[src/qslerp_pkg.sv]
// ----------------------------------------------------------------------------
// qslerp_pkg: shared types and constants for the quaternion slerp pipeline
// Fixed-point formats, CORDIC arctangent table and pipeline stage counts.
// ----------------------------------------------------------------------------
package qslerp_pkg;

	localparam int COMPONENT_WIDTH = 16;
	localparam int CW              = COMPONENT_WIDTH;
	localparam int BLEND_WIDTH     = 19;
	localparam int CORDIC_STEPS    = 16;
	localparam int FRAC            = 30;
	localparam int VW              = 34;
	localparam int DOT_W           = FRAC + 6;
	localparam int SQ_STEPS        = 32;
	localparam int DIV_STEPS       = FRAC + 1;
	localparam int DIV_LAT         = DIV_STEPS + 1;
	localparam int THR_W           = 16;

	typedef logic signed [VW-1:0] cval_t;
	typedef logic [FRAC:0]        wgt_t;
	typedef logic [16:0]          blend_t;

	// Operands that travel beside the trigonometric datapath.
	typedef struct packed {
		logic [3:0][CW-1:0] a;
		logic [3:0][CW:0]   b;
		blend_t             t;
		logic               lin;
	} side_t;

	localparam logic [THR_W-1:0] THRESH_RESET = 16'd32752;
	localparam blend_t           BLEND_ONE    = 17'h10000;
	localparam cval_t            ONE_Q30      = cval_t'(1) <<< FRAC;
	localparam wgt_t             ONE_W        = wgt_t'(1) << FRAC;
	localparam cval_t            SIN_FLOOR    = cval_t'(1) <<< (FRAC - 14);

	// Arctangent of 2^-i in Q2.30; below the table the angle equals the shift.
	function automatic cval_t atan_step(input int i);
		cval_t r;
		case (i)
			0:       r = cval_t'(843314857);
			1:       r = cval_t'(497837829);
			2:       r = cval_t'(263043837);
			3:       r = cval_t'(133525159);
			4:       r = cval_t'(67021687);
			5:       r = cval_t'(33543516);
			6:       r = cval_t'(16775851);
			7:       r = cval_t'(8388437);
			8:       r = cval_t'(4194283);
			9:       r = cval_t'(2097149);
			default: r = (i <= FRAC) ? (cval_t'(1) <<< (FRAC - i)) : '0;
		endcase
		return r;
	endfunction

endpackage

[src/qslerp_cordic_rot.sv]
// ----------------------------------------------------------------------------
// qslerp_cordic_rot: pipelined rotation CORDIC
// Rotates the unit vector by the given angle and returns the scaled sine.
// ----------------------------------------------------------------------------
module qslerp_cordic_rot (
	input  logic                clk,
	input  logic                en,
	input  qslerp_pkg::cval_t   z_in,
	output qslerp_pkg::cval_t   sin_out
);
	import qslerp_pkg::*;

	cval_t x_c [CORDIC_STEPS];
	cval_t y_c [CORDIC_STEPS];
	cval_t z_c [CORDIC_STEPS];
	cval_t x_n [CORDIC_STEPS-1];
	cval_t y_n [CORDIC_STEPS];
	cval_t z_n [CORDIC_STEPS-1];
	cval_t x_s [CORDIC_STEPS-1];
	cval_t y_s [CORDIC_STEPS];
	cval_t z_s [CORDIC_STEPS-1];

	always_comb begin
		x_c[0] = ONE_Q30;
		y_c[0] = '0;
		z_c[0] = z_in;
		for (int i = 1; i < CORDIC_STEPS; i++) begin
			x_c[i] = x_s[i-1];
			y_c[i] = y_s[i-1];
			z_c[i] = z_s[i-1];
		end
		for (int i = 0; i < CORDIC_STEPS; i++) begin
			y_n[i] = (z_c[i] >= 0) ? y_c[i] + (x_c[i] >>> i) : y_c[i] - (x_c[i] >>> i);
		end
		for (int i = 0; i < CORDIC_STEPS - 1; i++) begin
			if (z_c[i] >= 0) begin
				x_n[i] = x_c[i] - (y_c[i] >>> i);
				z_n[i] = z_c[i] - atan_step(i);
			end else begin
				x_n[i] = x_c[i] + (y_c[i] >>> i);
				z_n[i] = z_c[i] + atan_step(i);
			end
		end
	end

	always_ff @(posedge clk) begin
		if (en) begin
			for (int i = 0; i < CORDIC_STEPS; i++) y_s[i] <= y_n[i];
			for (int i = 0; i < CORDIC_STEPS - 1; i++) begin
				x_s[i] <= x_n[i];
				z_s[i] <= z_n[i];
			end
		end
	end

	assign sin_out = y_s[CORDIC_STEPS-1];

endmodule

[config.mk]
export PLATFORM = sky130hd
export DESIGN_NAME = qslerp_cordic_rot
export DESIGN_NICKNAME = d
export VERILOG_FILES = /design/src/qslerp_pkg.sv /design/src/qslerp_cordic_rot.sv
export SDC_FILE = /design/constraint.sdc
export NUM_CORES = 2
export LEC_CHECK = 0
export BUFFER_PORTS_ARGS = -buffer_cell sky130_fd_sc_hd__buf_2
export CORE_MARGIN = 2
export CORE_UTILIZATION = 60
export DETAILED_ROUTE_END_ITERATION = 8
export MAX_ROUTING_LAYER = met4
export PLACE_DENSITY = 0.76
export SLEW_MARGIN = 0
export SYNTH_ARGS = -nofsm -noshare
export SYNTH_HDL_FRONTEND = slang
export SYNTH_SLANG_ARGS = --single-unit
[constraint.sdc]
create_clock -name clk -period 8.2 [get_ports clk]
set_input_delay 0.41 -clock clk [delete_from_list [all_inputs] [get_ports clk]]
set_output_delay 0.41 -clock clk [all_outputs]
set_load 0.005 [all_outputs]
==> out/metrics.yaml <==
nets: 10495
grt_pass1_vias: 69162
synth_area_per_cell_sq_um: 9.99
final_cell_mix: "edfxtp_1 (1179), ha_1 (1046), xnor2_1 (833), a21oi_1 (806), nor2_1 (649)"
yosys_warnings: 0
fin_tns_setup_ns: 0
slew_headroom_pct: 25.0
syn_nets: 10352
rows: 143
drcViolationCount: 0
hold_class: "in2reg"
max_stage_delay_ns: 1.00
crit_required_ns: 8.69
synth_area_sq_um: 92200
rsz0062_at_grt: "no"
start_util_pct: 60.6
cts.htree.levels: 4
antenna_found_initial: 1
synth_flop_cell: "edfxtp_1"
finalClockSkew_ns: 0.0365
critical_path_class: "reg2reg"
synthCells: 9232
die_w_microns: 396
worstPathCellList: "inv_1 > ha_1 > nor4b_1 > nand4_1 > nor3_1 > nor2_2 > buf_4 > inv_1 > nor2_1 > xnor2_1 > ha_1 > o21ai_0 > a21boi_0 > o31ai_1 > a2111oi_0 > nand2_1 > a211oi_1 > a41oi_1 > a21oi_1 > a211oi_1 > xnor2_1"
drv_cap: 0
status: "complete, no violations"
ios: 70
cts_made_buffers: 138
synth.top_cell.area_share_pct: 38.4
cts.reportedPaths.clkPinSlew_ns: 0.06
syn_to_final_growth_pct: 7.82
holdPathStages: 3
overflow: 0
clock_path_buffers: 3
drive_gt1_share_pct: 4.52
dieArea_sq_um: 157000
drtIter0Drc: 5630
die_y_microns: 396
period_needed_ns: 6.65
ant_nets: 0
clock_latency_ns: 0.78
cp.arrival_ns: 7.13
cp_num_buf_inv: 3
place_congestion: 0.979
portBuffers: 69
period_share_pct: 81.0
avgViaCountPerCell: 6.23
multi_input_area_sq_um: 54700
reg2regPathDepth: 21
async_reset_ff_share_pct: 0
crit_path_max_fanout: 36
clkSinkCount: 1179
synth_top_cell_by_area: "edfxtp_1"
drt-pass1-iter-count: 7
grt_pass1_wl_microns: 376000
wirelength_microns: 238000
grt_max_degree: 178
cts-root-buf: "clkbuf_16"
slowest_stage: "a2111oi_0"
hold_viol: 0
layout_commonest_cell: "edfxtp_1"
core-area_sq_um: 152000
worst_setup_path_start_kind: "flop"
cp.depth: 21
met3_usage_pct: 3.64
fmax_ghz: 0.150
track_usage_pct: 30.7
path_delay_family: "compound AO/OA/AOI/OAI gates"
wl_per_cell_microns: 20.7
globalRouteMet2Util_pct: 49.6
critPathCaptureType: "flop"
netlist-cell-type-count: 85
yosysSeqAreaShare_pct: 38.4
grt-busiest-layer: "met2"
fillCellCount: 12281
num_vias: 71711
hpwl_microns: 186000
ys_top_cells_by_area: "edfxtp_1 (38%), ha_1 (14%), xnor2_1 (7.9%)"
finalSetupViolations: 0
slew_viol_final: 0
tightest_slew_ns: 1.10
use_met1_pct: 40.5
seqCellArea_sq_um: 35400
cts_tree: "built"
ys_ff_latch: 1179
synth-edff-count: 1179
cells in the mapped netlist (157+ instances only):
cell type	n
edfxtp_1	1179
nor2_1	655
o21a_1	157
nand2_1	505
o21ai_0	532
xnor2_1	833
ha_1	1046
a21oi_1	806
nand3_1	158
xor2_1	473
a21o_1	418
inv_1	469
nor3_1	182
area by class of cell:
type	instances	area share (%)
antenna	1	0.00252
clock buffer	171	3.64
clock inverter	75	0.637
inverter	473	1.79
multi-input combinational	7467	55.0
sequential	1179	35.6
tap	2030	2.55
timing repair buffer	116	0.765
logic make-up after synthesis:
kind of cell	share of synthesized area, %
AOI/OAI and AO/OA	18.6
xor gates and xnor gates	12.4
adders and majority gates	15.0
buffers and inverters	2.39
DFF	38.4
muxes	0.735
and+or+nand+nor	12.5
sequential cells by signal (all words and copies together), names as in the netlist:
signal	cells
z_s	477
y_s	377
x_s	325
through the flow:
| step | util [%] | cells | cell area, sq um | setup WS, ns | hold slack [ns] |
|---|---|---|---|---|---|
| 4_1_cts | 65.3 | 11511 | 99400 | 1.72 | 0.00720 |
| 3_5_place_dp | 62.5 | 11264 | 95200 | 1.85 | 0.432 |
| 2_1_floorplan | - | 9232 | 92200 | 2.12 | 0.417 |
| 6_report | 65.3 | 11512 | 99400 | 1.55 | 0.0549 |
| 3_3_place_gp | 62.5 | 11264 | 95200 | 1.87 | 0.424 |
| 5_1_grt | 65.3 | 11512 | 99400 | 1.19 | 0.0419 |
layer usage:
layer  vias up  share of wire [%]
li1      34735                  -
met1     34342                 44
met2      2186                 47
met3       448                5.7
met4         0                3.3
met5         -                  0
final timing paths:
path	start	end	slack [ns]
worst max-delay path	z_s[1][67]$_DFFE_PP_	x_s[1][101]$_DFFE_PP_	1.55
worst min-delay path	z_in[33]	z_s[0][33]$_DFFE_PP_	0.05
worst max register to register	z_s[1][67]$_DFFE_PP_	x_s[1][101]$_DFFE_PP_	1.55
worst min register to register	z_s[1][145]$_DFFE_PP_	z_s[1][179]$_DFFE_PP_	0.45
timing repair:
item,in CTS,in global routing
resized for setup,0,0
buffers inserted,0,0
hold endpoints to repair,1,0
hold buffers,1,0
worst reg2reg max path: cells and delay by family, from the launching register on:
family | cells | cell delay, ns
compound gates | 8 | 2.93
flops | 1 | 0.41
buf+inv | 3 | 1.05
xor+xnor | 2 | 0.36
simple gates | 6 | 1.10
fa+ha+maj | 2 | 0.50
Power is left out: the tool's default activity adds up to more than one toggle a clock period on the data nets, which glitch-free logic cannot reach.
