### src/qslerp_pkg.sv
// ----------------------------------------------------------------------------
// qslerp_pkg: shared types and constants for the quaternion slerp pipeline
// Fixed-point formats, CORDIC arctangent table and pipeline stage counts.
// ----------------------------------------------------------------------------
package qslerp_pkg;

	localparam int COMPONENT_WIDTH = 16;
	localparam int CW              = COMPONENT_WIDTH;
	localparam int BLEND_WIDTH     = 19;
	localparam int CORDIC_STEPS    = 16;
	localparam int FRAC            = 30;
	localparam int VW              = 34;
	localparam int DOT_W           = FRAC + 6;
	localparam int SQ_STEPS        = 32;
	localparam int DIV_STEPS       = FRAC + 1;
	localparam int DIV_LAT         = DIV_STEPS + 1;
	localparam int THR_W           = 16;

	typedef logic signed [VW-1:0] cval_t;
	typedef logic [FRAC:0]        wgt_t;
	typedef logic [16:0]          blend_t;

	// Operands that travel beside the trigonometric datapath.
	typedef struct packed {
		logic [3:0][CW-1:0] a;
		logic [3:0][CW:0]   b;
		blend_t             t;
		logic               lin;
	} side_t;

	localparam logic [THR_W-1:0] THRESH_RESET = 16'd32752;
	localparam blend_t           BLEND_ONE    = 17'h10000;
	localparam cval_t            ONE_Q30      = cval_t'(1) <<< FRAC;
	localparam wgt_t             ONE_W        = wgt_t'(1) << FRAC;
	localparam cval_t            SIN_FLOOR    = cval_t'(1) <<< (FRAC - 14);

	// Arctangent of 2^-i in Q2.30; below the table the angle equals the shift.
	function automatic cval_t atan_step(input int i);
		cval_t r;
		case (i)
			0:       r = cval_t'(843314857);
			1:       r = cval_t'(497837829);
			2:       r = cval_t'(263043837);
			3:       r = cval_t'(133525159);
			4:       r = cval_t'(67021687);
			5:       r = cval_t'(33543516);
			6:       r = cval_t'(16775851);
			7:       r = cval_t'(8388437);
			8:       r = cval_t'(4194283);
			9:       r = cval_t'(2097149);
			default: r = (i <= FRAC) ? (cval_t'(1) <<< (FRAC - i)) : '0;
		endcase
		return r;
	endfunction

endpackage

### src/qslerp_sqrt.sv
// ----------------------------------------------------------------------------
// qslerp_sqrt: pipelined integer square root
// One result bit per stage, SQ_STEPS stages from operand to root.
// ----------------------------------------------------------------------------
module qslerp_sqrt (
	input  logic                clk,
	input  logic                en,
	input  logic [60:0]         rest,
	output qslerp_pkg::wgt_t    root
);
	import qslerp_pkg::*;

	logic [63:0] rem_c  [SQ_STEPS];
	logic [63:0] root_c [SQ_STEPS];
	logic [63:0] rem_n  [SQ_STEPS-1];
	logic [63:0] root_n [SQ_STEPS];
	logic [63:0] rem_s  [SQ_STEPS-1];
	logic [63:0] root_s [SQ_STEPS];

	always_comb begin
		rem_c[0]  = 64'(rest);
		root_c[0] = '0;
		for (int i = 1; i < SQ_STEPS; i++) begin
			rem_c[i]  = rem_s[i-1];
			root_c[i] = root_s[i-1];
		end
		for (int i = 0; i < SQ_STEPS; i++) begin
			if (rem_c[i] >= root_c[i] + (64'd1 << (62 - 2 * i))) begin
				root_n[i] = (root_c[i] >> 1) + (64'd1 << (62 - 2 * i));
			end else begin
				root_n[i] = root_c[i] >> 1;
			end
		end
		for (int i = 0; i < SQ_STEPS - 1; i++) begin
			if (rem_c[i] >= root_c[i] + (64'd1 << (62 - 2 * i))) begin
				rem_n[i] = rem_c[i] - (root_c[i] + (64'd1 << (62 - 2 * i)));
			end else begin
				rem_n[i] = rem_c[i];
			end
		end
	end

	always_ff @(posedge clk) begin
		if (en) begin
			for (int i = 0; i < SQ_STEPS; i++) root_s[i] <= root_n[i];
			for (int i = 0; i < SQ_STEPS - 1; i++) rem_s[i] <= rem_n[i];
		end
	end

	assign root = root_s[SQ_STEPS-1][FRAC:0];

endmodule

### config.mk
export PLATFORM = sky130hd
export DESIGN_NAME = qslerp_sqrt
export DESIGN_NICKNAME = d
export VERILOG_FILES = /design/src/qslerp_pkg.sv /design/src/qslerp_sqrt.sv
export SDC_FILE = /design/constraint.sdc
export NUM_CORES = 2
export LEC_CHECK = 0
export BUFFER_PORTS_ARGS = -buffer_cell sky130_fd_sc_hd__buf_4
export CORE_MARGIN = 4
export CORE_UTILIZATION = 64
export DETAILED_ROUTE_END_ITERATION = 7
export PLACE_DENSITY = 0.8
export SYNTH_ARGS = -nofsm -noshare
export SYNTH_HDL_FRONTEND = slang
export SYNTH_SLANG_ARGS = --single-unit
### constraint.sdc
create_clock -name clk -period 4.5 [get_ports clk]
set_input_delay 0.9 -clock clk [delete_from_list [all_inputs] [get_ports clk]]
set_output_delay 0.9 -clock clk [all_outputs]
set_load 0.02 [all_outputs]
==> reports/metrics.json <==
{
  "port-buffer-count": {"value": 93},
  "final_antenna_net_count": {"value": 0},
  "total_die_area": {"value": 189200, "unit": "µm²"},
  "yosys_register_bits": {"value": 2475},
  "worst_setup_path_start_kind": {"value": "register"},
  "clock_tree.buffer_depth": {"value": 3},
  "tightest_slew": {"value": 1345, "unit": "ps"},
  "synth_warnings": {"value": 0},
  "setup.worst_path.start": {"value": "rem_s[1][848]"},
  "power": {"value": 64.60, "unit": "mW"},
  "post-dp-hpwl": {"value": 195900, "unit": "µm"},
  "fillCellCount": {"value": 11600},
  "floorplan.rows": {"value": 156},
  "dr_total_vias": {"value": 75494},
  "synth-edff-count": {"value": 2475},
  "synth_seq_area_share": {"value": 63.70, "unit": "%"},
  "area_of_the_mapped_netlist": {"value": 116700, "unit": "µm²"},
  "post-cts-setup-buffers": {"value": 0},
  "die_width": {"value": 435.0, "unit": "µm"},
  "worst_hold_slack": {"value": 151.5, "unit": "ps"},
  "clock-root-buffer": {"value": "clkbuf_16"},
  "timing_worst_setup_path_type": {"value": "reg -> reg"},
  "worst_setup_path_end_kind": {"value": "register"},
  "netlist_instances": {"value": 9138},
  "final-setup-viol-count": {"value": 0},
  "timing.rr.start": {"value": "rem_s[1][848]"},
  "max_clock_skew": {"value": 116.1, "unit": "ps"},
  "global_route.usage.total": {"value": 28.57, "unit": "%"},
  "core_area": {"value": 180900, "unit": "µm²"},
  "synth_cell_type_count": {"value": 90},
  "critPathMaxFanout": {"value": 16},
  "netlist_top_cells_count": {"value": "edfxtp_1, inv_1, nor2_1, a21oi_1, nand2_1"},
  "die_extent_in_y": {"value": 435.0, "unit": "µm"},
  "cts_tree": {"value": "built"},
  "postSynthAreaPerCell": {"value": 12.77, "unit": "µm²"},
  "synth_flop_cell": {"value": "edfxtp_1"},
  "preCtsSetupSlack": {"value": 358.0, "unit": "ps"},
  "ir_drop": {"value": 0.5077, "unit": "mV"},
  "route.final.wire_length": {"value": 277400, "unit": "µm"},
  "gr-total-overflow": {"value": 0},
  "layout.nets": {"value": 9996},
  "drc": {"value": 0},
  "r2r_setup_slack": {"value": 220, "unit": "ps"},
  "clk_transition_reported_paths": {"value": 70, "unit": "ps"},
  "setup_total_negative_slack": {"value": 0, "unit": "ps"},
  "cts_max_level": {"value": 4},
  "setup_repair_after_global_routing_missed_its_margin": {"value": "no"},
  "cts_inserted_buffers": {"value": 239},
  "leading_area_contributor_after_synthesis": {"value": "edfxtp_1"},
  "synthToLayoutAreaGrowth": {"value": 10.44, "unit": "%"},
  "min-delay-start": {"value": "rest[21]"},
  "cp_data_arrival_time": {"value": 4890, "unit": "ps"},
  "synth_most_common_cell": {"value": "edfxtp_1"},
  "maximum_number_of_pins_on_one_net_before_global_route_repair": {"value": 186},
  "postLayoutCellArea": {"value": 128900, "unit": "µm²"},
  "detailedRoute.firstIterationViolations": {"value": 7949},
  "insertion_delay": {"value": 930, "unit": "ps"},
  "outcome": {"value": "completed"},
  "finalWorstPathRequiredPeriod": {"value": 4279, "unit": "ps"},
  "clock-sinks": {"value": 2475},
  "leakage": {"value": 48.42, "unit": "nW"},
  "routed_via_density": {"value": 6.299},
  "finalHoldViolCount": {"value": 0},
  "final.setup.worst_slack": {"value": 221.0, "unit": "ps"},
  "power_density": {"value": 501.3, "unit": "nW/µm²"},
  "grt_pass1_vias": {"value": 73210},
  "max_slew_margin": {"value": 9.525, "unit": "%"},
  "detailedRoute.firstPassIterationCount": {"value": 6},
  "design.portCount": {"value": 94},
  "globalplace.congestion": {"value": 0.9298},
  "number_of_slew_limit_violations_in_the_final_report": {"value": 0},
  "timing.final.crit_share": {"value": 95.09, "unit": "%"},
  "layout-drive-gt1-share": {"value": 7.542, "unit": "%"},
  "required": {"value": 5110, "unit": "ps"},
  "drt-wirelength-per-cell": {"value": 23.15, "unit": "µm"},
  "initial_core_util": {"value": 64.48, "unit": "%"},
  "synth_largest_type_area_fraction": {"value": 63.70, "unit": "%"},
  "synthTopCellsByArea": {"value": "edfxtp_1, ha_1, xnor2_1, xor2_1, a21oi_1"},
  "async_reset_ff_share": {"value": 0, "unit": "%"},
  "fmax": {"value": 0.2337, "unit": "GHz"},
  "holdCritPathClass": {"value": "in -> reg"},
  "placement.cell_area": {"value": 120800, "unit": "µm²"},
  "antenna_found_initial": {"value": 10},
  "wire_length_of_the_first_global_routing_pass": {"value": 423100, "unit": "µm"},
  "timing.max_cap.violations": {"value": 0}
}
per-layer routing:
metal | GRT usage (%) | vias to the layer above | part of all wire, %
li1 | - | 34614 | -
met1 | 38.86 | 37179 | 41
met2 | 48.05 | 3183 | 49
met3 | 4.895 | 516 | 7.4
met4 | 7.793 | 2 | 2.7
met5 | 0 | - | 0.0047
worst max-delay path: stages (launching register included):
cell      delay [ps]
edfxtp_1         390
ha_1             440
nand2_1          180
nor4_1           730
o211ai_1         220
o211ai_1         270
a31oi_1          210
and2_2           370
or4_1            660
or3_1            380
xnor2_1          130
registers in the layout (all words and copies together), names as in the netlist:
signal  flops
rem_s    1979
root_s    496
worst paths after layout:
check	cells past startpoint	endpoint
worst max-delay path	10	rem_s[1][958]
worst min-delay path	1	rem_s[0][21]
worst max register to register	10	rem_s[1][958]
worst min register to register	0	rem_s[0][95]
timing repair:
| action | 4_1_cts | 5_1_grt |
|---|---|---|
| resized for setup | 0 | 1 |
| setup endpoints to repair | 0 | 10 |
| endpoints found under the hold margin | 0 | 0 |
| hold buffers | 0 | 0 |
logic make-up (layout without fill, tap and decap cells):
family	Yosys count	in the layout	synth area share, %
multiplexers	88	88	0.8472
adder cells (fa/ha/maj)	523	523	5.609
other	1	5	0.003214
buffers and inverters	831	1305	2.722
flip-flops	2475	2475	63.70
AO/OA/AOI/OAI	1643	1643	8.648
XOR/XNOR	898	898	6.741
AND/OR/NAND/NOR	2679	2679	11.73
through the flow:
step / util [%] / cells
global route: 71.21 / 11984
detailed placement: 66.78 / 11539
floorplan: - / 9139
CTS: 71.21 / 11983
global placement: 66.78 / 11539
finish: 71.22 / 11986
where the power goes:
part / switching, mW / total [mW] / internal, mW
clock network: 8.92 / 20.4 / 11.4
logic: 7.62 / 12.9 / 5.29
registers: 2.30 / 31.3 / 29.0
area by class of cell:
type                    count  area [µm²]  share of cell area, %
repair buffers            211        1867                  1.449
well taps                2370        2965                  2.301
clock inverters           163        1869                  1.451
diodes                      3       7.507               0.005826
inverters                 650        2445                  1.897
flip-flops and latches   2475       74320                  57.68
multi-input cells        5833       39250                  30.46
clock buffers             281        6138                  4.764
layout by cell type, fill, tap and decap left out, types with 24 or more instances in the layout:
cell type and instances:
ha_1 523, nand3b_1 39, nand2_1 586, clkinv_2 44, nor4b_1 42, or4_1 55
clkbuf_1 42, o21a_1 90, and3_1 35, bufinv_16 28, a31oi_1 52, and2_1 33
xnor2_1 520, a21oi_1 596, nor2_1 637, clkinv_1 51, inv_1 648, o21bai_1 42
nor2b_1 73, or3_1 91, nand4_1 136, edfxtp_1 2475, buf_4 189, clkbuf_16 239
nor3b_1 24, nor3_1 247, xor2_1 378, nand2b_1 115, o211ai_1 45, a21o_1 212
a211oi_1 27, o31ai_1 33, mux2_2 78, nand3_1 136, o21ai_0 370, or2_2 38
nor4_1 314
Power figures use the tool's default switching activity.
